## config.mk

```make
export PLATFORM = sky130hd
export DESIGN_NAME = dual_shift_chain_output_driver
export DESIGN_NICKNAME = d
export VERILOG_FILES = /design/src/design/dsc_pkg.sv /design/src/design/dsc_seq.sv /design/src/design/dual_shift_chain_output_driver.sv
export SDC_FILE = /design/constraint.sdc
export NUM_CORES = 1
export LEC_CHECK = 0
export BUFFER_PORTS_ARGS = -buffer_cell sky130_fd_sc_hd__buf_4
export CORE_MARGIN = 2
export CORE_UTILIZATION = 55
export CTS_BUF_LIST = sky130_fd_sc_hd__clkbuf_16
export CTS_CLUSTER_SIZE = 12
export DETAILED_ROUTE_END_ITERATION = 8
export MAX_ROUTING_LAYER = met4
export PLACE_DENSITY_LB_ADDON = 0.05
export SETUP_SLACK_MARGIN = 0.02
export SYNTH_ARGS = -nofsm -noshare
export SYNTH_HDL_FRONTEND = slang
export SYNTH_HIERARCHICAL = 1
export SYNTH_SLANG_ARGS = --single-unit
```

## constraint.sdc

```tcl
create_clock -name clk -period 4 [get_ports clk]
set_input_delay 0.4 -clock clk [delete_from_list [all_inputs] [get_ports clk]]
set_output_delay 0.4 -clock clk [all_outputs]
set_load 0.1 [all_outputs]
```

## src/design/dsc_pkg.sv

```systemverilog
// ----------------------------------------------------------------------------
// dsc_pkg
// Shared codes, control word layout and the microprogram of the dual
// shift-chain output driver.
// ----------------------------------------------------------------------------
package dsc_pkg;

  localparam int DSC_CHAIN_BITS = 16;
  localparam int DSC_FIELD_BITS = 16;

  localparam logic [1:0] CMD_BOTH  = 2'd0;
  localparam logic [1:0] CMD_LED   = 2'd1;
  localparam logic [1:0] CMD_RELAY = 2'd2;

  localparam logic [1:0] ACT_OFF = 2'd0;
  localparam logic [1:0] ACT_ON  = 2'd1;

  typedef logic [1:0] dsc_addr_t;

  localparam dsc_addr_t ADDR_BIT_LOW  = 2'd0;
  localparam dsc_addr_t ADDR_BIT_HIGH = 2'd1;
  localparam dsc_addr_t ADDR_LATCH_LO = 2'd2;
  localparam dsc_addr_t ADDR_LATCH_HI = 2'd3;

  // One microinstruction: pin levels for the beat, loop and end flags, and
  // the fall-through address.
  typedef struct packed {
    logic      sclk;
    logic      latch;
    logic      last;
    logic      loop;
    dsc_addr_t next;
  } dsc_uword_t;

  // Control handed from the sequencer to the datapath for one beat.
  typedef struct packed {
    logic sclk;
    logic latch;
    logic last;
    logic shift;
  } dsc_ctrl_t;

  function automatic dsc_uword_t dsc_rom(input dsc_addr_t addr);
    dsc_uword_t uw;
    unique case (addr)
      ADDR_BIT_LOW:  uw = '{sclk: 1'b0, latch: 1'b1, last: 1'b0, loop: 1'b0,
                           next: ADDR_BIT_HIGH};
      ADDR_BIT_HIGH: uw = '{sclk: 1'b1, latch: 1'b1, last: 1'b0, loop: 1'b1,
                           next: ADDR_LATCH_LO};
      ADDR_LATCH_LO: uw = '{sclk: 1'b1, latch: 1'b0, last: 1'b0, loop: 1'b0,
                           next: ADDR_LATCH_HI};
      default:       uw = '{sclk: 1'b1, latch: 1'b1, last: 1'b1, loop: 1'b0,
                           next: ADDR_BIT_LOW};
    endcase
    return uw;
  endfunction

endpackage

```

## src/design/dsc_seq.sv

```systemverilog
// ----------------------------------------------------------------------------
// dsc_seq
// Microcoded step sequencer: a step counter addresses the control ROM, and a
// bit counter decides the conditional jump back to the start of a bit.
// ----------------------------------------------------------------------------
module dsc_seq
  import dsc_pkg::*;
#(
  parameter int CHAIN_BITS = DSC_CHAIN_BITS
) (
  input  logic      clk,
  input  logic      rst,
  input  logic      start,
  input  logic      advance,
  output logic      busy,
  output logic      emit,
  output dsc_ctrl_t ctrl
);

  localparam int CW = $clog2(CHAIN_BITS);

  dsc_addr_t  step;
  logic [CW-1:0] cnt;
  dsc_uword_t uw;
  logic       take_jump;

  assign uw        = dsc_rom(step);
  assign emit      = busy && advance;
  assign take_jump = uw.loop && (cnt != '0);

  assign ctrl.sclk  = uw.sclk;
  assign ctrl.latch = uw.latch;
  assign ctrl.last  = uw.last;
  assign ctrl.shift = take_jump;

  always_ff @(posedge clk) begin
    if (rst) begin
      busy <= 1'b0;
      step <= ADDR_BIT_LOW;
      cnt  <= '0;
    end else if (start) begin
      busy <= 1'b1;
      step <= ADDR_BIT_LOW;
      cnt  <= CW'(CHAIN_BITS - 1);
    end else if (emit) begin
      if (uw.last) begin
        busy <= 1'b0;
        step <= ADDR_BIT_LOW;
      end else if (take_jump) begin
        step <= ADDR_BIT_LOW;
        cnt  <= cnt - 1'b1;
      end else begin
        step <= uw.next;
      end
    end
  end

  // The latch steps are reached only once every bit has gone out.
  a_latch_after_bits: assert property (@(posedge clk) disable iff (rst)
    busy && (step == ADDR_LATCH_LO || step == ADDR_LATCH_HI) |-> cnt == '0)
    else $error("latch step reached with bits remaining");

  // A new program is never started on top of a running one.
  a_no_restart: assert property (@(posedge clk) disable iff (rst)
    start |-> !busy)
    else $error("sequencer restarted while busy");

endmodule

```

## src/design/dual_shift_chain_output_driver.sv

```systemverilog
// ----------------------------------------------------------------------------
// dual_shift_chain_output_driver
// Keeps a relay word and an active-low LED word and drives them out MSB first
// on two serial chains as pin-level beats, followed by a latch pulse.
// ----------------------------------------------------------------------------
// The command beat starts the sequencer, whose steps are registered as beats.
// Throughput: 2*CHAIN_BITS+2 result beats (34 at 16 bits), one per cycle as
// the microprogram steps unless the receiver stalls; the next command is
// taken in the cycle after the last beat leaves the sequencer. Ignored
// commands emit nothing. Reset: synchronous; relay word clears to zero, LED word sets to all ones.
// ----------------------------------------------------------------------------
module dual_shift_chain_output_driver
  import dsc_pkg::*;
#(
  parameter int CHAIN_BITS = DSC_CHAIN_BITS
) (
  input  logic        clk,
  input  logic        rst,
  input  logic        in_valid,
  output logic        in_ready,
  input  logic [1:0]  command,
  input  logic [1:0]  action,
  input  logic [15:0] relay_mask,
  input  logic [15:0] led_mask,
  output logic        out_valid,
  input  logic        out_ready,
  output logic        relay_data,
  output logic        relay_shift_clk,
  output logic        relay_latch_clk,
  output logic        led_data,
  output logic        led_shift_clk,
  output logic        led_latch_clk,
  output logic [15:0] relay_word,
  output logic [15:0] led_word,
  output logic        last
);

  localparam int EXT = CHAIN_BITS + DSC_FIELD_BITS;

  logic [CHAIN_BITS-1:0] relay_bits, relay_bits_next;
  logic [CHAIN_BITS-1:0] led_bits, led_bits_next;
  logic [CHAIN_BITS-1:0] relay_sr, led_sr;
  logic [CHAIN_BITS-1:0] rmask, lmask;
  logic [EXT-1:0]        rmask_ext, lmask_ext, rword_ext, lword_ext;
  logic                  relay_on, led_on;
  logic                  cmd_relay, cmd_led, cmd_ok;
  logic                  in_take, start, busy, emit, advance;
  dsc_ctrl_t             ctrl;

  assign rmask_ext = {{CHAIN_BITS{1'b0}}, relay_mask};
  assign lmask_ext = {{CHAIN_BITS{1'b0}}, led_mask};
  assign rmask     = rmask_ext[CHAIN_BITS-1:0];
  assign lmask     = lmask_ext[CHAIN_BITS-1:0];

  always_comb begin
    cmd_relay = 1'b0;
    cmd_led   = 1'b0;
    case (command)
      CMD_BOTH: begin
        cmd_relay = 1'b1;
        cmd_led   = 1'b1;
      end
      CMD_LED:   cmd_led   = 1'b1;
      CMD_RELAY: cmd_relay = 1'b1;
      default: ;
    endcase
    cmd_ok = (cmd_relay || cmd_led) && (action == ACT_ON || action == ACT_OFF);

    relay_bits_next = relay_bits;
    led_bits_next   = led_bits;
    if (action == ACT_ON) begin
      if (cmd_relay) relay_bits_next = relay_bits | rmask;
      if (cmd_led)   led_bits_next   = led_bits & lmask;
    end else begin
      if (cmd_relay) relay_bits_next = relay_bits & ~rmask;
      if (cmd_led)   led_bits_next   = led_bits | ~lmask;
    end
  end

  assign in_ready = !busy;
  assign in_take  = in_valid && in_ready;
  assign start    = in_take && cmd_ok;
  assign advance  = !out_valid || out_ready;

  dsc_seq #(.CHAIN_BITS(CHAIN_BITS)) u_seq (
    .clk     (clk),
    .rst     (rst),
    .start   (start),
    .advance (advance),
    .busy    (busy),
    .emit    (emit),
    .ctrl    (ctrl)
  );

  assign rword_ext = {{DSC_FIELD_BITS{1'b0}}, relay_bits};
  assign lword_ext = {{DSC_FIELD_BITS{1'b0}}, led_bits};

  always_ff @(posedge clk) begin
    if (rst) begin
      relay_bits <= '0;
      led_bits   <= '1;
      out_valid  <= 1'b0;
    end else begin
      if (start) begin
        relay_bits <= relay_bits_next;
        led_bits   <= led_bits_next;
      end
      if (emit) begin
        out_valid <= 1'b1;
      end else if (out_ready) begin
        out_valid <= 1'b0;
      end
    end
  end

  // Shift registers and the output beat register carry payload only.
  always_ff @(posedge clk) begin
    if (start) begin
      relay_sr <= relay_bits_next;
      led_sr   <= led_bits_next;
      relay_on <= cmd_relay;
      led_on   <= cmd_led;
    end else if (emit && ctrl.shift) begin
      relay_sr <= relay_sr << 1;
      led_sr   <= led_sr << 1;
    end
    if (emit) begin
      // An untouched chain idles at data low with both clocks high.
      relay_data      <= relay_on && relay_sr[CHAIN_BITS-1];
      relay_shift_clk <= relay_on ? ctrl.sclk : 1'b1;
      relay_latch_clk <= relay_on ? ctrl.latch : 1'b1;
      led_data        <= led_on && led_sr[CHAIN_BITS-1];
      led_shift_clk   <= led_on ? ctrl.sclk : 1'b1;
      led_latch_clk   <= led_on ? ctrl.latch : 1'b1;
      relay_word      <= rword_ext[DSC_FIELD_BITS-1:0];
      led_word        <= lword_ext[DSC_FIELD_BITS-1:0];
      last            <= ctrl.last;
    end
  end

  a_start_blocks_input: assert property (@(posedge clk) disable iff (rst)
    start |=> !in_ready)
    else $error("input still ready after a command started");

  a_last_levels: assert property (@(posedge clk) disable iff (rst)
    out_valid && last |-> relay_shift_clk && relay_latch_clk &&
                          led_shift_clk && led_latch_clk)
    else $error("final beat does not leave the pins high");

  a_latch_with_sclk: assert property (@(posedge clk) disable iff (rst)
    out_valid && (!relay_latch_clk || !led_latch_clk) |->
      relay_shift_clk && led_shift_clk)
    else $error("latch pulse while shift clock is low");

  a_ignored_quiet: assert property (@(posedge clk) disable iff (rst)
    in_take && !cmd_ok |=> in_ready)
    else $error("ignored command started the sequencer");

endmodule

```

; Word-level counts from Yosys, hierarchy flattened
; Cells that the tools add are included.
; Widths: inputs -> output; s select.
[totals]
output_inout_bits = 41
wordCells = 83
register_bits = 113
[classes]
eq_ne = 6
muxes = 24
reduce_logical = 27
add_sub_neg = 1
bitwise = 6
[op_table]
columns = operator, count
row1 = $mux 16, 10
row2 = $and 16x16->16, 2
row3 = $not 16->16, 2
row4 = $or 16x16->16, 2
row5 = $pmux 6 s3, 1
row6 = $mux 4, 4
row7 = $reduce_bool 2->1, 5
row8 = $logic_and 1x1->1, 8
row9 = $mux 1, 7
row10 = $eq 2x1->1 const B, 3
row11 = $logic_not 2->1, 3
row12 = $reduce_or 2->1, 3
row13 = $eq 2x2->1 const B, 2
row14 = $mux 2, 2
row15 = $reduce_bool 4->1, 1
row16 = $sub 4x1->4 const B, 1
row17 = $logic_or 1x1->1, 3
row18 = $reduce_and 3->1, 1
row19 = $logic_not 1->1, 2
row20 = $ne 2x2->1 const B, 1
row21 = $reduce_and 2->1, 1

; Logic depth before layout (Yosys ltp)
[depth]
ltp_word = 8
depth_mapped = 6
mapped_depth_nobuf = 5

; Modules after synthesis
; The synthesis kept the hierarchy.
[by_module_without_submodules]
columns = module, cells_per_inst, instances, area_per_inst_um2
row1 = dual_shift_chain_output_driver, 340, 1, 4531.8
row2 = dsc_seq, 52, 1, 454.2

; Least setup slack after synthesis
; Ideal clock, no wire load.
[synth_timing]
path_type = reg-to-reg
startpoint = register out_valid
endpoint = register led_sr[0] (enable)
arrival_ns = 2.694
stages_incl_launch_ff = 5
setup_slack_ns = 0.918
t_required_ns = 3.612
period_less_slack_ns = 3.082
path_cell_list = dfxtp_1 > nand2b_1 > nand2_1 > inv_1 > a21o_1
[synth_via]
elab_chain_len = 5
[synth_rtl]
columns = element, line
row1 = "start, declared", dual_shift_chain_output_driver.sv:25  ; output logic out_valid,
row2 = "start signal, assigned", dual_shift_chain_output_driver.sv:102  ; out_valid <= 1'b0;
row3 = "start signal, assigned", dual_shift_chain_output_driver.sv:109  ; out_valid <= 1'b1;
row4 = "start signal, assigned", dual_shift_chain_output_driver.sv:111  ; out_valid <= 1'b0;
row5 = $logic_not 1->1, dual_shift_chain_output_driver.sv:83  ; assign advance = !out_valid || out_ready;
row6 = $logic_or 1x1->1, dual_shift_chain_output_driver.sv:83
row7 = net advance, dual_shift_chain_output_driver.sv:47  ; logic in_take, start, busy, emit, advance;
row8 = $logic_and 1x1->1, dsc_seq.sv:28  ; assign emit = busy && advance;
row9 = net emit, dual_shift_chain_output_driver.sv:47
row10 = $logic_and 1x1->1, dual_shift_chain_output_driver.sv:123  ; end else if (emit && ctrl.shift) begin
row11 = $reduce_bool 2->1 (no source line), n/a
row12 = "end signal, assigned", dual_shift_chain_output_driver.sv:120  ; led_sr <= led_bits_next;
row13 = "end signal, assigned", dual_shift_chain_output_driver.sv:125  ; led_sr <= led_sr << 1;
row14 = "end, declared", dual_shift_chain_output_driver.sv:42  ; logic [CHAIN_BITS-1:0] relay_sr, led_sr;
; The timed path passes the listed nets, and every way through them passes these cells.
; A chain may end at the register's enable or synchronous reset.

; Worst setup path in the final report
[layout_timing]
startpoint = register u_seq.busy
endpoint = register led_sr[2] (enable)
[layout_via]
elab_chain_len = 4
[layout_rtl]
columns = element, line
row1 = "start, declared", dsc_seq.sv:15  ; output logic busy,
row2 = "start signal, assigned", dsc_seq.sv:38  ; busy <= 1'b0;
row3 = "start signal, assigned", dsc_seq.sv:42  ; busy <= 1'b1;
row4 = "start signal, assigned", dsc_seq.sv:47  ; busy <= 1'b0;
row5 = $logic_not 1->1, dual_shift_chain_output_driver.sv:80  ; assign in_ready = !busy;
row6 = $logic_and 1x1->1, dual_shift_chain_output_driver.sv:81  ; assign in_take = in_valid && in_ready;
row7 = $logic_and 1x1->1, dual_shift_chain_output_driver.sv:82  ; assign start = in_take && cmd_ok;
row8 = $reduce_bool 2->1 (no source line) (*), n/a
; Mark *: on every way between the ends. The rest lies on a longest branch, timed or not.

==> metrics.txt <==
status complete, no violations; WL met1 4530 um; crit path cell chain or3b_1 -> a21oi_4 -> a21o_1 -> buf_12; Final setup viols 0; Avg WL per Cell 17.0 um; post_cts resized 0; stages on the worst setup path 4; Vias 3283; Final #Nets 517; Seq cells post-synth between 100 and 150; Yosys cell types 41; net count after synthesis around 440; area of the mapped netlist 0.00499 sq mm; Clock transition at path regs approximately 50 ps; Int Pwr approximately 2300 uW; max incr delay on CP 670 ps; routed wire length 10000 um; Max-Slew Margin vs Limit between 10% and 20%; setup TNS 0 ps; GRT Residual Overflow 0; Sw Pwr approximately 700 uW; layout cells sized above 1 33.5%; Initial Util around 57%; switching share of power 23.4%; initial antenna violation count 0; # Post-CTS Setup Buffers 0; clk buf depth 2; Std-Cell Rows 34; Comb pwr share 9.7%; Worst VDD drop 285 uV; buffers and inverters on the worst path 1; Die X 99.2 um; GP Congestion 0.762; top routing layer in use met4; worst-margin pin slew 1330 ps; IO Pins 81; die height 99.2 um; cell taking the most area after synthesis edfxtp_1; Async S/R FF share, synth 0%; met3 wire length 423 um; TritonRoute pass-1 iters 5; WS Path Type reg -> reg; register area share after synthesis approximately three fifths; Layout area overhead 24.5%; Sequential Power Share 43.6%; Core Region 0.00876 sq mm; vias in the first global route between 3000 and 4000; GRT Util Overall 21.8%; Starting DRT DRC Count 133; area share of the largest cell type after synthesis 44.0%; H-Tree Depth 4; Final Hold Viols 0; number of remaining DRC errors 0; port bufs 80; RSZ-0062 raised after global routing false; PwrDens 480 mW/mm^2; Met2 Wirelength between 4000 and 5000 um; leakage power 0.00235 uW; critical path launch point type register; main flop type after synthesis edfxtp_1; TritonCTS clock tree done; largest net degree at the start of global routing 49; Slowest-stage cell, CP or3b_1; Root Buffer Master clkbuf_16; WP data required 4090 ps; worst path arrival time around 2900 ps; die area approximately 0.0098 sq mm; # hold bufs at CTS 0; clock sinks 113; HPWL after DPL between 5000 and 6000 um; Routed Antenna Nets 0; Num CTS Buffers 17; Clk pwr share 46.7%; # Max-Cap Violations 0; DP Worst Slack 1050 ps; DR vias/cell between 5 and 6; gate count after technology mapping 392; max-slew violations 0; worst-case reg-to-reg path depth 4; first-pass GRT wire length 16000 um; Max Fanout on Critical Path 19; Worst-Skew Late Latency 390 ps; # diodes 0; delay-heaviest family, CP compound AO/OA/AOI/OAI gates; fmax 362 MHz; Synth area leaders edfxtp_1, dfxtp_1, mux2_2; minimum clock period 2760 ps; EDFF count, synth 73; Tcrit/Tclk final 69.0%; HP Class in -> reg; Post-Syn Area per Cell 12.7 sq um; WHS Path Cells 3; clock skew between 8 and 9 ps; Yosys Warn Count 6; final worst slack 1240 ps; Worst Setup End Kind register
[power groups by stage]
stage | combinational, uW | sequential (uW) | clock [uW]
detailed placement | 288 | 1320 | 0
finish | 289 | 1300 | 1390
floorplan | 138 | 1380 | 0
global placement | 282 | 1320 | 0
global route | 310 | 1300 | 1470
CTS | 291 | 1300 | 1420
[stage by stage]
stage	utilization (%)	cells	hold WS [ps]	total power [uW]	area [sq um]
finish	70.9	591	295	2980	6210
global route	70.9	591	291	3080	6210
CTS	70.9	591	282	3010	6210
detailed placement	64.6	560	440	1610	5660
global placement	64.6	560	437	1600	5660
floorplan	-	392	424	1520	4990
[synthesized netlist by cell type, types with 2 or more instances]
cell type   n
a211oi_1    2
a21oi_1     2
a31oi_1     4
and2_1      2
buf_2       2
buf_4       3
clkbuf_1   18
dfxtp_1    40
edfxtp_1   73
ha_1        6
inv_1      13
mux2_2     44
mux2i_1    32
nand2_1    21
nand2b_1   22
nor2_1     18
nor2b_1    19
nor3_1     15
o21ai_0    17
o31ai_1    16
or3_1       2
or4_1       2
[worst reg2reg max path: cells and delay by family (launching register included)]
family / cells / cell delay [ps]
AND/OR/NAND/NOR: 1 / 670
flip-flops: 1 / 370
buffers and inverters: 1 / 240
AO/OA/AOI/OAI: 2 / 1180
[routing by layer]
layer  global-route usage, %  vias to the layer above
li1                        -                     1582
met1                    27.6                     1601
met2                    33.8                       84
met3                    5.41                       16
met4                    8.96                        0
met5                       -                        -
[sequential cells by signal, summed over array words and instances (netlist names), 2 cells and up]
| signal | flops |
|---|---|
| led_bits | 16 |
| led_sr | 16 |
| led_word | 16 |
| relay_bits | 16 |
| relay_sr | 16 |
| relay_word | 16 |
| u_seq/cnt | 4 |
| u_seq/step | 2 |
[cell usage in the layout, fill, tap and decap left out, drive strengths merged, types with 2 or more instances in the layout]
| cell | instances |
|---|---|
| nor2 | 18 |
| buf | 85 |
| ha | 6 |
| mux2 | 45 |
| a211oi | 3 |
| a31oi | 4 |
| nor3b | 2 |
| nand2b | 22 |
| or3b | 2 |
| edfxtp | 73 |
| nand2 | 21 |
| dfxtp | 40 |
| mux2i | 32 |
| bufinv | 2 |
| o21ai | 17 |
| o31ai | 16 |
| and2 | 3 |
| clkinv | 9 |
| nor3 | 15 |
| or3 | 2 |
| clkbuf | 17 |
| a21oi | 3 |
| nor2b | 19 |
| clkinvlp | 3 |
| or4 | 2 |
| inv | 13 |
[final timing paths]
check / from / endpoint / slack [ps]
setup / recovery: u_seq/busy / led_sr[2] / 1240
hold / removal: led_mask[10] / led_bits[10] / 300
setup reg to reg: u_seq/busy / led_sr[2] / 1240
hold reg to reg: led_bits[4] / led_word[4] / 450
[cell type report]
type	instances	area, sq um
inverters	13	48.8
clock buffers	17	425
clock inverters	14	125
fillers	612	2550
flip-flops and latches	113	2990
repair buffers	85	651
well taps	108	135
multi-input cells	241	1830
[cells by family after synthesis]
group	count (synthesis)	share of synthesized area [%]
multiplexers	77	16.6
AND/OR/NAND/NOR	110	11.9
buffers and inverters	38	3.29
AO/OA/AOI/OAI	48	6.65
adder cells (fa/ha/maj)	6	1.51
flip-flops	113	60.0
(Power assumes the default switching activity.)
